===== config.mk =====
export PLATFORM = sky130hd
export DESIGN_NAME = array_list_sort_search_engine
export DESIGN_NICKNAME = d
export VERILOG_FILES = /design/src/sv/alss_pkg.sv /design/src/sv/alss_dp.sv /design/src/sv/alss_ctrl.sv /design/src/sv/array_list_sort_search_engine.sv
export SDC_FILE = /design/constraint.sdc
export NUM_CORES = 2
export LEC_CHECK = 0
export BUFFER_PORTS_ARGS = -buffer_cell sky130_fd_sc_hd__buf_2
export CORE_ASPECT_RATIO = 0.75
export CORE_MARGIN = 4
export CORE_UTILIZATION = 23
export DETAILED_ROUTE_END_ITERATION = 10
export PLACE_DENSITY_LB_ADDON = 0.2
export SLEW_MARGIN = 20
export SYNTH_ARGS = -nofsm -noshare
export SYNTH_HDL_FRONTEND = slang
export SYNTH_HIERARCHICAL = 1
export SYNTH_SLANG_ARGS = --single-unit

===== constraint.sdc =====
create_clock -name i_clk -period 7.85 [get_ports i_clk]
set_input_delay 0.3925 -clock i_clk [delete_from_list [all_inputs] [get_ports i_clk]]
set_output_delay 0.3925 -clock i_clk [all_outputs]
set_load 0.02 [all_outputs]

===== src/sv/alss_pkg.sv =====
// ----------------------------------------------------------------------------
// List engine package
// Shared operation codes, status codes, micro-operation codes and the
// command and status bundles passed between the controller and datapath.
// ----------------------------------------------------------------------------
`default_nettype none

package alss_pkg;

    localparam int DEF_CAPACITY = 64;

    localparam int MODE_W  = 4;
    localparam int VALUE_W = 32;
    localparam int POS_W   = 7;
    localparam int STAT_W  = 2;
    localparam int FIDX_W  = 6;
    localparam int CNT_W   = 7;

    localparam logic [MODE_W-1:0] MODE_CLEAR   = 4'd0;
    localparam logic [MODE_W-1:0] MODE_APPEND  = 4'd1;
    localparam logic [MODE_W-1:0] MODE_INSERT  = 4'd2;
    localparam logic [MODE_W-1:0] MODE_UPDATE  = 4'd3;
    localparam logic [MODE_W-1:0] MODE_DELETE  = 4'd4;
    localparam logic [MODE_W-1:0] MODE_SORTDSC = 4'd5;
    localparam logic [MODE_W-1:0] MODE_SORTASC = 4'd6;
    localparam logic [MODE_W-1:0] MODE_LSEARCH = 4'd7;
    localparam logic [MODE_W-1:0] MODE_BSEARCH = 4'd8;
    localparam logic [MODE_W-1:0] MODE_READ    = 4'd9;

    localparam logic [STAT_W-1:0] ST_OK       = 2'd0;
    localparam logic [STAT_W-1:0] ST_FULL     = 2'd1;
    localparam logic [STAT_W-1:0] ST_BADPOS   = 2'd2;
    localparam logic [STAT_W-1:0] ST_NOTFOUND = 2'd3;

    localparam int UOP_W = 5;
    localparam logic [UOP_W-1:0] UOP_NONE      = 5'd0;
    localparam logic [UOP_W-1:0] UOP_LOAD      = 5'd1;
    localparam logic [UOP_W-1:0] UOP_CLEAR     = 5'd2;
    localparam logic [UOP_W-1:0] UOP_ERR_FULL  = 5'd3;
    localparam logic [UOP_W-1:0] UOP_ERR_POS   = 5'd4;
    localparam logic [UOP_W-1:0] UOP_APPEND    = 5'd5;
    localparam logic [UOP_W-1:0] UOP_UPDATE    = 5'd6;
    localparam logic [UOP_W-1:0] UOP_INS_INIT  = 5'd7;
    localparam logic [UOP_W-1:0] UOP_INS_RD    = 5'd8;
    localparam logic [UOP_W-1:0] UOP_INS_WR    = 5'd9;
    localparam logic [UOP_W-1:0] UOP_INS_PUT   = 5'd10;
    localparam logic [UOP_W-1:0] UOP_DEL_INIT  = 5'd11;
    localparam logic [UOP_W-1:0] UOP_DEL_RD    = 5'd12;
    localparam logic [UOP_W-1:0] UOP_DEL_WR    = 5'd13;
    localparam logic [UOP_W-1:0] UOP_DEL_FIN   = 5'd14;
    localparam logic [UOP_W-1:0] UOP_SORT_INIT = 5'd15;
    localparam logic [UOP_W-1:0] UOP_SORT_RDI  = 5'd16;
    localparam logic [UOP_W-1:0] UOP_SORT_LDA  = 5'd17;
    localparam logic [UOP_W-1:0] UOP_SORT_CMP  = 5'd18;
    localparam logic [UOP_W-1:0] UOP_SORT_WB   = 5'd19;
    localparam logic [UOP_W-1:0] UOP_LIN_INIT  = 5'd20;
    localparam logic [UOP_W-1:0] UOP_LIN_RD    = 5'd21;
    localparam logic [UOP_W-1:0] UOP_LIN_CMP   = 5'd22;
    localparam logic [UOP_W-1:0] UOP_BIN_INIT  = 5'd23;
    localparam logic [UOP_W-1:0] UOP_BIN_RD    = 5'd24;
    localparam logic [UOP_W-1:0] UOP_BIN_CMP   = 5'd25;
    localparam logic [UOP_W-1:0] UOP_RD_ISSUE  = 5'd26;
    localparam logic [UOP_W-1:0] UOP_RD_TAKE   = 5'd27;
    localparam logic [UOP_W-1:0] UOP_EMIT      = 5'd28;

    typedef struct packed {
        logic [UOP_W-1:0] uop;
    } t_cmd;

    typedef struct packed {
        logic [MODE_W-1:0] mode;
        logic              full;
        logic              pos_bad;
        logic              ins_bad;
        logic              ins_more;
        logic              del_more;
        logic              sort_more;
        logic              j_more;
        logic              lin_more;
        logic              bin_more;
        logic              eq;
    } t_stat;

endpackage

`default_nettype wire


===== src/sv/alss_dp.sv =====
// ----------------------------------------------------------------------------
// List engine datapath
// Element memory, element count, loop indices and result registers, driven
// one micro-operation per cycle by the controller.
// ----------------------------------------------------------------------------
`default_nettype none

module alss_dp
    import alss_pkg::*;
#(
    parameter int CAPACITY = DEF_CAPACITY
) (
    input  wire logic                      i_clk,
    input  wire logic                      i_rst_n,
    input  wire t_cmd                      i_cmd,
    output t_stat                          o_stat,
    input  wire logic [MODE_W-1:0]         i_mode,
    input  wire logic signed [VALUE_W-1:0] i_value,
    input  wire logic [POS_W-1:0]          i_position,
    output logic [STAT_W-1:0]              o_status,
    output logic [FIDX_W-1:0]              o_found_index,
    output logic signed [VALUE_W-1:0]      o_read_value,
    output logic [CNT_W-1:0]               o_count
);

    localparam int IW = $clog2(CAPACITY);
    localparam int CW = $clog2(CAPACITY + 1);
    localparam int XW = (CW > POS_W) ? CW : POS_W;

    logic signed [VALUE_W-1:0] r_mem [CAPACITY];
    logic signed [VALUE_W-1:0] r_rdata;

    logic [MODE_W-1:0]         r_mode;
    logic signed [VALUE_W-1:0] r_val;
    logic [POS_W-1:0]          r_pos;
    logic [CW-1:0]             r_cnt;
    logic [CW-1:0]             r_i;
    logic [CW-1:0]             r_j;
    logic signed [VALUE_W-1:0] r_a;
    logic signed [CW:0]        r_lo;
    logic signed [CW:0]        r_hi;
    logic [STAT_W-1:0]         r_st;
    logic [FIDX_W-1:0]         r_fd;
    logic signed [VALUE_W-1:0] r_rv;

    logic                      we;
    logic [IW-1:0]             waddr;
    logic signed [VALUE_W-1:0] wdata;
    logic [IW-1:0]             raddr;

    logic [XW-1:0]             pos_x;
    logic [XW-1:0]             cnt_x;
    logic [CW+1:0]             mid_sum;
    logic [CW-1:0]             mid;
    logic                      swap;

    assign pos_x   = XW'(r_pos);
    assign cnt_x   = XW'(r_cnt);
    assign mid_sum = (CW+2)'(r_lo) + (CW+2)'(r_hi);
    assign mid     = mid_sum[CW:1];
    assign swap    = (r_mode == MODE_SORTASC) ? (r_a > r_rdata) : (r_a < r_rdata);

    always_comb begin
        o_stat.mode      = r_mode;
        o_stat.full      = (r_cnt >= CW'(CAPACITY));
        o_stat.pos_bad   = (pos_x >= cnt_x);
        o_stat.ins_bad   = (pos_x > cnt_x);
        o_stat.ins_more  = (XW'(r_i) > pos_x);
        o_stat.del_more  = ((CW+1)'(r_i) + 1'b1 < (CW+1)'(r_cnt));
        o_stat.sort_more = ((CW+1)'(r_i) + 1'b1 < (CW+1)'(r_cnt));
        o_stat.j_more    = ((CW+1)'(r_j) + 1'b1 < (CW+1)'(r_cnt));
        o_stat.lin_more  = (r_i < r_cnt);
        o_stat.bin_more  = (r_lo <= r_hi);
        o_stat.eq        = (r_rdata == r_val);
    end

    always_comb begin
        we    = 1'b0;
        waddr = r_i[IW-1:0];
        wdata = r_rdata;
        raddr = r_i[IW-1:0];
        case (i_cmd.uop)
            UOP_APPEND: begin
                we    = 1'b1;
                waddr = r_cnt[IW-1:0];
                wdata = r_val;
            end
            UOP_UPDATE, UOP_INS_PUT: begin
                we    = 1'b1;
                waddr = pos_x[IW-1:0];
                wdata = r_val;
            end
            UOP_INS_RD:  raddr = IW'(r_i - 1'b1);
            UOP_INS_WR:  we = 1'b1;
            UOP_DEL_RD:  raddr = IW'(r_i + 1'b1);
            UOP_DEL_WR:  we = 1'b1;
            UOP_SORT_LDA: raddr = r_j[IW-1:0];
            UOP_SORT_CMP: begin
                we    = swap;
                waddr = r_j[IW-1:0];
                wdata = r_a;
                raddr = IW'(r_j + 1'b1);
            end
            UOP_SORT_WB: begin
                we    = 1'b1;
                wdata = r_a;
            end
            UOP_BIN_RD:   raddr = mid[IW-1:0];
            UOP_RD_ISSUE: raddr = pos_x[IW-1:0];
            default: begin
            end
        endcase
    end

    always_ff @(posedge i_clk) begin
        if (we) begin
            r_mem[waddr] <= wdata;
        end
        r_rdata <= r_mem[raddr];
    end

    always_ff @(posedge i_clk) begin
        if (!i_rst_n) begin
            r_cnt <= '0;
        end else begin
            case (i_cmd.uop)
                UOP_CLEAR:              r_cnt <= '0;
                UOP_APPEND, UOP_INS_PUT: r_cnt <= r_cnt + 1'b1;
                UOP_DEL_FIN:            r_cnt <= r_cnt - 1'b1;
                default: begin
                end
            endcase
        end
    end

    always_ff @(posedge i_clk) begin
        case (i_cmd.uop)
            UOP_LOAD: begin
                r_mode <= i_mode;
                r_val  <= i_value;
                r_pos  <= i_position;
                r_st   <= ST_OK;
                r_fd   <= '0;
                r_rv   <= '0;
            end
            UOP_ERR_FULL:  r_st <= ST_FULL;
            UOP_ERR_POS:   r_st <= ST_BADPOS;
            UOP_INS_INIT:  r_i <= r_cnt;
            UOP_INS_WR:    r_i <= r_i - 1'b1;
            UOP_DEL_INIT:  r_i <= CW'(pos_x);
            UOP_DEL_WR:    r_i <= r_i + 1'b1;
            UOP_SORT_INIT: r_i <= '0;
            UOP_SORT_RDI:  r_j <= r_i + 1'b1;
            UOP_SORT_LDA:  r_a <= r_rdata;
            UOP_SORT_CMP: begin
                if (swap) begin
                    r_a <= r_rdata;
                end
                r_j <= r_j + 1'b1;
            end
            UOP_SORT_WB:   r_i <= r_i + 1'b1;
            UOP_LIN_INIT: begin
                r_i  <= '0;
                r_st <= ST_NOTFOUND;
            end
            UOP_LIN_CMP: begin
                if (r_rdata == r_val) begin
                    r_st <= ST_OK;
                    r_fd <= FIDX_W'(r_i);
                end else begin
                    r_i <= r_i + 1'b1;
                end
            end
            UOP_BIN_INIT: begin
                r_lo <= '0;
                r_hi <= $signed({1'b0, r_cnt} - (CW+1)'(1));
                r_st <= ST_NOTFOUND;
            end
            UOP_BIN_RD:    r_i <= mid;
            UOP_BIN_CMP: begin
                if (r_rdata == r_val) begin
                    r_st <= ST_OK;
                    r_fd <= FIDX_W'(r_i);
                end else if (r_rdata < r_val) begin
                    r_lo <= $signed({1'b0, r_i} + (CW+1)'(1));
                end else begin
                    r_hi <= $signed({1'b0, r_i} - (CW+1)'(1));
                end
            end
            UOP_RD_TAKE:   r_rv <= r_rdata;
            UOP_EMIT: begin
                o_status      <= r_st;
                o_found_index <= r_fd;
                o_read_value  <= r_rv;
                o_count       <= CNT_W'(r_cnt);
            end
            default: begin
            end
        endcase
    end

endmodule

`default_nettype wire


===== src/sv/alss_ctrl.sv =====
// ----------------------------------------------------------------------------
// List engine controller
// Sequences each operation as a run of datapath micro-operations and owns
// the handshakes on both channels.
// ----------------------------------------------------------------------------
`default_nettype none

module alss_ctrl
    import alss_pkg::*;
(
    input  wire logic  i_clk,
    input  wire logic  i_rst_n,
    input  wire logic  i_in_valid,
    output logic       o_in_stall,
    output logic       o_out_valid,
    input  wire logic  i_out_stall,
    input  wire t_stat i_stat,
    output t_cmd       o_cmd
);

    localparam logic [3:0] S_IDLE    = 4'd0;
    localparam logic [3:0] S_DISP    = 4'd1;
    localparam logic [3:0] S_INS_RD  = 4'd2;
    localparam logic [3:0] S_INS_WR  = 4'd3;
    localparam logic [3:0] S_DEL_RD  = 4'd4;
    localparam logic [3:0] S_DEL_WR  = 4'd5;
    localparam logic [3:0] S_SORT_I  = 4'd6;
    localparam logic [3:0] S_SORT_A  = 4'd7;
    localparam logic [3:0] S_SORT_J  = 4'd8;
    localparam logic [3:0] S_SORT_WB = 4'd9;
    localparam logic [3:0] S_LIN_RD  = 4'd10;
    localparam logic [3:0] S_LIN_CMP = 4'd11;
    localparam logic [3:0] S_BIN_RD  = 4'd12;
    localparam logic [3:0] S_BIN_CMP = 4'd13;
    localparam logic [3:0] S_RD_WAIT = 4'd14;
    localparam logic [3:0] S_RESP    = 4'd15;

    logic [3:0] r_state;
    logic [3:0] n_state;
    logic       r_ovalid;
    logic       n_ovalid;

    assign o_in_stall  = (r_state != S_IDLE);
    assign o_out_valid = r_ovalid;

    always_comb begin
        n_state   = r_state;
        n_ovalid  = r_ovalid && i_out_stall;
        o_cmd.uop = UOP_NONE;
        case (r_state)
            S_IDLE: begin
                if (i_in_valid) begin
                    o_cmd.uop = UOP_LOAD;
                    n_state   = S_DISP;
                end
            end
            S_DISP: begin
                n_state = S_RESP;
                case (i_stat.mode)
                    MODE_CLEAR:  o_cmd.uop = UOP_CLEAR;
                    MODE_APPEND: o_cmd.uop = i_stat.full ? UOP_ERR_FULL : UOP_APPEND;
                    MODE_INSERT: begin
                        if (i_stat.full) begin
                            o_cmd.uop = UOP_ERR_FULL;
                        end else if (i_stat.ins_bad) begin
                            o_cmd.uop = UOP_ERR_POS;
                        end else begin
                            o_cmd.uop = UOP_INS_INIT;
                            n_state   = S_INS_RD;
                        end
                    end
                    MODE_UPDATE: o_cmd.uop = i_stat.pos_bad ? UOP_ERR_POS : UOP_UPDATE;
                    MODE_DELETE: begin
                        if (i_stat.pos_bad) begin
                            o_cmd.uop = UOP_ERR_POS;
                        end else begin
                            o_cmd.uop = UOP_DEL_INIT;
                            n_state   = S_DEL_RD;
                        end
                    end
                    MODE_SORTDSC, MODE_SORTASC: begin
                        o_cmd.uop = UOP_SORT_INIT;
                        n_state   = S_SORT_I;
                    end
                    MODE_LSEARCH: begin
                        o_cmd.uop = UOP_LIN_INIT;
                        n_state   = S_LIN_RD;
                    end
                    MODE_BSEARCH: begin
                        o_cmd.uop = UOP_BIN_INIT;
                        n_state   = S_BIN_RD;
                    end
                    MODE_READ: begin
                        if (i_stat.pos_bad) begin
                            o_cmd.uop = UOP_ERR_POS;
                        end else begin
                            o_cmd.uop = UOP_RD_ISSUE;
                            n_state   = S_RD_WAIT;
                        end
                    end
                    default: o_cmd.uop = UOP_NONE;
                endcase
            end
            S_INS_RD: begin
                if (i_stat.ins_more) begin
                    o_cmd.uop = UOP_INS_RD;
                    n_state   = S_INS_WR;
                end else begin
                    o_cmd.uop = UOP_INS_PUT;
                    n_state   = S_RESP;
                end
            end
            S_INS_WR: begin
                o_cmd.uop = UOP_INS_WR;
                n_state   = S_INS_RD;
            end
            S_DEL_RD: begin
                if (i_stat.del_more) begin
                    o_cmd.uop = UOP_DEL_RD;
                    n_state   = S_DEL_WR;
                end else begin
                    o_cmd.uop = UOP_DEL_FIN;
                    n_state   = S_RESP;
                end
            end
            S_DEL_WR: begin
                o_cmd.uop = UOP_DEL_WR;
                n_state   = S_DEL_RD;
            end
            S_SORT_I: begin
                if (i_stat.sort_more) begin
                    o_cmd.uop = UOP_SORT_RDI;
                    n_state   = S_SORT_A;
                end else begin
                    n_state = S_RESP;
                end
            end
            S_SORT_A: begin
                o_cmd.uop = UOP_SORT_LDA;
                n_state   = S_SORT_J;
            end
            S_SORT_J: begin
                o_cmd.uop = UOP_SORT_CMP;
                if (!i_stat.j_more) begin
                    n_state = S_SORT_WB;
                end
            end
            S_SORT_WB: begin
                o_cmd.uop = UOP_SORT_WB;
                n_state   = S_SORT_I;
            end
            S_LIN_RD: begin
                if (i_stat.lin_more) begin
                    o_cmd.uop = UOP_LIN_RD;
                    n_state   = S_LIN_CMP;
                end else begin
                    n_state = S_RESP;
                end
            end
            S_LIN_CMP: begin
                o_cmd.uop = UOP_LIN_CMP;
                n_state   = i_stat.eq ? S_RESP : S_LIN_RD;
            end
            S_BIN_RD: begin
                if (i_stat.bin_more) begin
                    o_cmd.uop = UOP_BIN_RD;
                    n_state   = S_BIN_CMP;
                end else begin
                    n_state = S_RESP;
                end
            end
            S_BIN_CMP: begin
                o_cmd.uop = UOP_BIN_CMP;
                n_state   = i_stat.eq ? S_RESP : S_BIN_RD;
            end
            S_RD_WAIT: begin
                o_cmd.uop = UOP_RD_TAKE;
                n_state   = S_RESP;
            end
            S_RESP: begin
                if (!r_ovalid || !i_out_stall) begin
                    o_cmd.uop = UOP_EMIT;
                    n_ovalid  = 1'b1;
                    n_state   = S_IDLE;
                end
            end
            default: n_state = S_IDLE;
        endcase
    end

    always_ff @(posedge i_clk) begin
        if (!i_rst_n) begin
            r_state  <= S_IDLE;
            r_ovalid <= 1'b0;
        end else begin
            r_state  <= n_state;
            r_ovalid <= n_ovalid;
        end
    end

endmodule

`default_nettype wire


===== src/sv/array_list_sort_search_engine.sv =====
// ----------------------------------------------------------------------------
// Bounded list engine with exchange sort and searches
// Keeps up to CAPACITY signed 32-bit values and answers one result item for
// every operation item: clear, append, insert, update, delete, sort, search, read.
// ----------------------------------------------------------------------------
// Usage: the input channel takes an item (mode, value, position) when
// i_in_valid is high and o_in_stall is low. The block works on one item at a
// time; o_in_stall is high from acceptance until the result has been placed
// in the output register. Each item yields exactly one result item, offered
// with o_out_valid and taken at an edge where i_out_stall is low.
// Sorting makes one comparison per cycle, set by the single memory read
// port. The next item is accepted while the previous result still waits
// in the output register.
// If the receiver stalls, the result holds and one further item may be
// processed; its result then waits until the output register frees up.
// Reset clears the element count and the control state; memory contents are
// left as they are and are never observed beyond the count.
// ----------------------------------------------------------------------------
`default_nettype none

module array_list_sort_search_engine
    import alss_pkg::*;
#(
    parameter int CAPACITY = DEF_CAPACITY
) (
    input  wire logic                      i_clk,
    input  wire logic                      i_rst_n,
    input  wire logic                      i_in_valid,
    output logic                           o_in_stall,
    input  wire logic [MODE_W-1:0]         i_mode,
    input  wire logic signed [VALUE_W-1:0] i_value,
    input  wire logic [POS_W-1:0]          i_position,
    output logic                           o_out_valid,
    input  wire logic                      i_out_stall,
    output logic [STAT_W-1:0]              o_status,
    output logic [FIDX_W-1:0]              o_found_index,
    output logic signed [VALUE_W-1:0]      o_read_value,
    output logic [CNT_W-1:0]               o_count
);

    // Controller to datapath commands and the status flags coming back.
    t_cmd  cmd;
    t_stat stat;

    alss_ctrl u_ctrl (
        .i_clk       (i_clk),
        .i_rst_n     (i_rst_n),
        .i_in_valid  (i_in_valid),
        .o_in_stall  (o_in_stall),
        .o_out_valid (o_out_valid),
        .i_out_stall (i_out_stall),
        .i_stat      (stat),
        .o_cmd       (cmd)
    );

    alss_dp #(
        .CAPACITY (CAPACITY)
    ) u_dp (
        .i_clk         (i_clk),
        .i_rst_n       (i_rst_n),
        .i_cmd         (cmd),
        .o_stat        (stat),
        .i_mode        (i_mode),
        .i_value       (i_value),
        .i_position    (i_position),
        .o_status      (o_status),
        .o_found_index (o_found_index),
        .o_read_value  (o_read_value),
        .o_count       (o_count)
    );

endmodule

`default_nettype wire


Word-level counts from Yosys, hierarchy flattened. Memory sizes are Yosys's and may differ from the RTL's. A register that Yosys moved wholly into a read port is not among the register bits. Index checks and enable logic that the tools add are counted.

Output and inout port bits: 49. Flip-flop bits (word level): 204. RAM bits: 2048. Bits of input ports: 47. Memories: 1. Logic and storage cells: 190.

Memory list: u_dp.r_mem (depth 64, width 32, read ports 1, clocked after Yosys merged registers in 1, wr ports 1, RTL line alss_dp.sv:30) `logic signed [VALUE_W-1:0] r_mem [CAPACITY];`.

Reductions and logical operators: 32. Order comparisons: 11. Eq/ne operators: 61. Mux-type cells: 57. Add/sub/neg operators: 10.

Operators by type and width (number): $pmux 32 s2 (3); $pmux 5 s16 (1); $lt 32x32->1 (2); $pmux 4 s16 (1); $eq 5x5->1 const B (12); $pmux 7 s7 (1); $pmux 5 s9 (1); $eq 4x4->1 const B (10); $eq 5x4->1 const B (8); $mux 4 (10); $pmux 6 s6 (1); $eq 32x32->1 (1); $eq 4x3->1 const B (8); $gt 32x32->1 (1); $mux 32 (1); $mux 8 (4); $pmux 8 s2 (2); $mux 5 (6); $pmux 4 s6 (1); $add 7x1->7 const B (3); $pmux 7 s3 (1); $eq 5x3->1 const B (4); $pmux 6 s3 (1); $add 7x1->8 const B (2); other kinds (38) (86).

Depth between registers and ports, before layout.
Depth after elaboration: 10. Depth in mapped cells: 30. Mapped depth without buffers: 26.

Hierarchy. The synthesis kept the hierarchy.

Modules (own cells, without submodules): alss_dp (cells an instance 5730, seq. area each 68045.3 um^2, area each 94434.3 um^2, instances 1); alss_ctrl (cells an instance 143, seq. area each 100.1 um^2, area each 945.9 um^2, instances 1).

Worst setup path before layout. OpenSTA, ideal clock, no wires.

Kind: reg-to-reg. From: register u_dp.r_i[2]. To: memory u_dp.r_mem[56][0] (enable). Required time: 7.348 ns. Cell stages (with the launch flop): 27. Arrival: 7.634 ns. Buffers on the path: 5. Library setup time: 0.502 ns. Clock period less this slack: 8.136 ns. Setup slack: -0.286 ns. Cells stage by stage: edfxtp_1 clkbuf_1 clkbuf_1 nand3_1 xor2_1 inv_1 ha_1 o21ai_0 nand2b_1 a21oi_1 nor2b_1 o21ai_0 and3b_1 buf_4 nor3_1 nor2_1 o221ai_1 buf_2 nand2b_1 a211oi_1 a22o_1 or2_2 nand3b_1 a211oi_1 nor3_1 clkbuf_1 nor4_1.

RTL lines: from (decl) (RTL line alss_dp.sv:37) `logic [CW-1:0] r_i;`; from (signal assigned) (RTL line alss_dp.sv:148) `UOP_INS_INIT: r_i <= r_cnt;`; from (signal assigned) (RTL line alss_dp.sv:149) `UOP_INS_WR: r_i <= r_i - 1'b1;`; from (signal assigned) (RTL line alss_dp.sv:150) `UOP_DEL_INIT: r_i <= CW'(pos_x);`; to (decl) (RTL line alss_dp.sv:30).

==> run summary <==
In the layout the commonest cells are sky130_fd_sc_hd__edfxtp_1 (2240), sky130_fd_sc_hd__mux2i_1 (1486), sky130_fd_sc_hd__nand2_1 (355), sky130_fd_sc_hd__buf_4 (267), sky130_fd_sc_hd__clkbuf_16 (235). In the synthesized netlist the async set-or-reset flop fraction comes to 0%. Routability-driven placement finished with a final weighted congestion of 0.821.

The filler cells instantiated in the layout total 41400. The number of buffers added on ports works out to 95. In the final layout, the share of cells above drive strength 1 is 15.0%. After floorplanning, the core was divided into 204 placement rows. For the final count of hold timing violations, the log shows 0. For this run, the register share of the synthesized area comes to 71.4%. From left edge to right edge, the die measures 752 um. The root buffer cell was sky130_fd_sc_hd__clkbuf_16. The number of CTS-inserted buffers is 233, and the level count of the clock H-tree is 4.

Category of the critical setup timing path: flop to flop. Summed over all failing endpoints, the final setup total negative slack is 0 ns. Delay of the slowest critical-path stage: 1.00 ns. In the routed layout, each cell is associated on average with a via count of 4.54. After clock tree synthesis, the clock-pin slew on the worst setup and hold paths is 0.06 ns.

The largest fanout of any net on the critical path was 39; the overflow left after global routing was 0. The detail-routed net length per standard cell is 26.8 um, and the post-detailed-route count of antenna-violating nets is 0. The multi-input combinational cells in the finished layout cover a total of 25900 um^2.

The run gives 0 as the final number of max-transition violations. Once layout is complete, the cells apart from fillers number 12000. Before antenna repair, the detailed router went through 7 iterations. The floorplan step defined a die boundary enclosing 425000 um^2. In the final design database the tool counted 6490 nets. The worst slew margin relative to its limit is 10.7%.

The run finished with clean final reports. Among all stages on the critical path, the largest delay is contributed by sky130_fd_sc_hd__o22ai_1. For this block, the initial DRC count from the detailed router was 5774. Summing all flip-flop and latch instances after layout gives 68100 um^2. The floorplan step set the die height to 566 um.

At the pin with the least slew margin, the transition time is 1.34 ns. STA puts the critical path data arrival time at 8.28 ns. The count of distinct cell types in the synthesized netlist was 82; the initial core utilization was 23.1%. From synthesis to final layout, the design area changed by 19.9%. The total core area was 412000 um^2; the overall via count from detail_route was 54500. For the pin count of the biggest net entering global routing, the log shows 65.

Leading cell type in the layout, fill and taps excluded: sky130_fd_sc_hd__edfxtp_1. In the synthesized netlist, the number of instances is 5873. STA puts the critical path data required time at 8.69 ns.

For this run, the top clock speed supported by timing is 134 MHz. The tools report the first-pass GRT wire length as 443 mm. In this run the count of I/O pins placed on the die edge is 96. The tools report the number of global-route vias before repair as 53900. Critical path launch point type: a flop. The fraction of the cycle the final worst path needs was 94.8%; the initial antenna violation count was 54. The worst path needs 7.44 ns of the cycle, external delays included. Yosys printed 6 warnings.

Counting flops with a built-in enable in the synthesized netlist gives 2240. The total wirelength of the detailed-routed design was 322 mm. Setup repair after global routing left no endpoint under its margin.

For the worst clock skew on the final layout, the log shows 0.106 ns. The run gives 203 mm as the detailed-placement wirelength estimate. The path category of the worst min-delay check was input pin to flop. The net count of the mapped netlist was 6042. For the cell area after synthesis, the log shows 95400 um^2. The total track usage was 14.7%.

TritonCTS built the clock tree. The run gives 0 as the number of max-cap violations. The insertion delay of the later-clocked pin in the worst-skew pair came out at 0.92 ns. In the synthesized netlist the dominant register cell turns out to be sky130_fd_sc_hd__edfxtp_1. The tools report the total DRC errors in the routed layout as 0.

Setup violations remaining at the end of the flow were counted as 0. The most common cell type on the critical path was sky130_fd_sc_hd__buf_4. The number of clock sinks seen by CTS came out at 2284. In this run the deepest clock path goes through 4 buffers. In this run, placement finished with an instance count of 11500. In this run, synthesis produced a sequential element count of 2284. A synthesized cell averages 16.2 um^2.

STA classifies the critical path endpoint as a flop.
-- registers in the layout (all words and copies together), names as in the netlist, 8 cells and up --
register / count
u_dp/r_val: 32
u_dp/r_a: 32
u_dp/r_rv: 32
u_dp/o_read_value: 32
u_dp/r_lo: 8
u_dp/r_mem: 2048
u_dp/r_hi: 8
u_dp/r_rdata: 32
-- cell usage after synthesis, drive strengths merged, types with 7 or more instances --
master	count	share of area [%]
nor3	85	0.46
mux2i	1487	16
xor2	18	0.17
buf	216	1.2
inv	121	0.48
nand2b	18	0.13
or4	36	0.29
a21o	32	0.25
a21boi	8	0.063
and2	54	0.35
a311oi	48	0.44
a211oi	10	0.079
a22oi	8	0.063
dfxtp	44	0.92
o21a	7	0.055
a221o	35	0.37
o21ai	37	0.19
ha	120	1.6
a31oi	60	0.39
o221ai	7	0.064
nor2b	35	0.23
nor2	152	0.60
clkbuf	112	0.44
nand3	121	0.63
xnor2	17	0.16
and3	10	0.066
a221oi	53	0.49
or2	8	0.052
nand4	19	0.12
nand2	360	1.4
edfxtp	2240	71
o22ai	139	0.91
a21oi	72	0.38
-- critical path, delay by kind of cell (launching register included) --
family	cells	cell delay, ns
and+or+nand+nor	9	1.45
AOI/OAI and AO/OA	10	2.86
adders and majority gates	2	0.72
buffers and inverters	5	1.64
DFF	1	0.65
-- layer usage --
layer	GRT usage, %	vias to the layer above	part of all wire [%]
met5	0	-	0
met4	2.68	0	1.7
met3	2.12	329	6.1
met2	22.0	1679	43
met1	22.6	28600	49
li1	-	23900	-
-- metrics by stage --
stage	setup slack [ns]	utilization, %	instance area [um^2]	hold WS, ns
after floorplan	0.437	-	95400	0.400
after global placement	0.0777	25.8	106000	0.408
after detailed placement	0.231	25.8	106000	0.405
after CTS	0.183	27.7	114000	0.0852
after global routing	0.0496	27.7	114000	0.124
final	0.407	27.7	114000	0.178
-- area by class of cell --
cell class                      count  share of cell area, %
Tap cell                         5459                   5.97
Timing Repair Buffer              541                   4.89
Clock inverter                    132                   1.08
Clock buffer                      281                   5.34
Inverter                          122                  0.400
Antenna cell                       49                  0.107
Multi-Input combinational cell   3139                   22.6
Sequential cell                  2284                   59.6
-- worst paths after layout --
kind,startpoint,end,slack [ns],cells past startpoint
max,u_dp/r_i[1],u_dp/r_rdata[6],0.41,26
min reg2reg,u_dp/r_fd[2],u_dp/o_found_index[2],0.42,0
max reg2reg,u_dp/r_i[1],u_dp/r_rdata[6],0.41,26
min,i_value[19],u_dp/r_val[19],0.18,2
-- cells by family after synthesis --
family                     after synthesis  synth area share (%)
AOI/OAI and AO/OA                      568                  4.25
xor gates and xnor gates                35                 0.321
adders and majority gates              122                  1.62
buffers and inverters                  450                  2.16
DFF                                   2284                  71.4
muxes                                 1488                  15.6
and+or+nand+nor                        926                  4.59
-- what timing repair did --
item | CTS | global route
setup endpoints to repair | 0 | 4
setup buffers | 0 | 3
endpoints found under the hold margin | 55 | 0
resized for setup | 0 | 1
hold buffers | 46 | 0
Power is left out: the tool's default activity adds up to more than one toggle a clock period on the data nets, which glitch-free logic cannot reach.
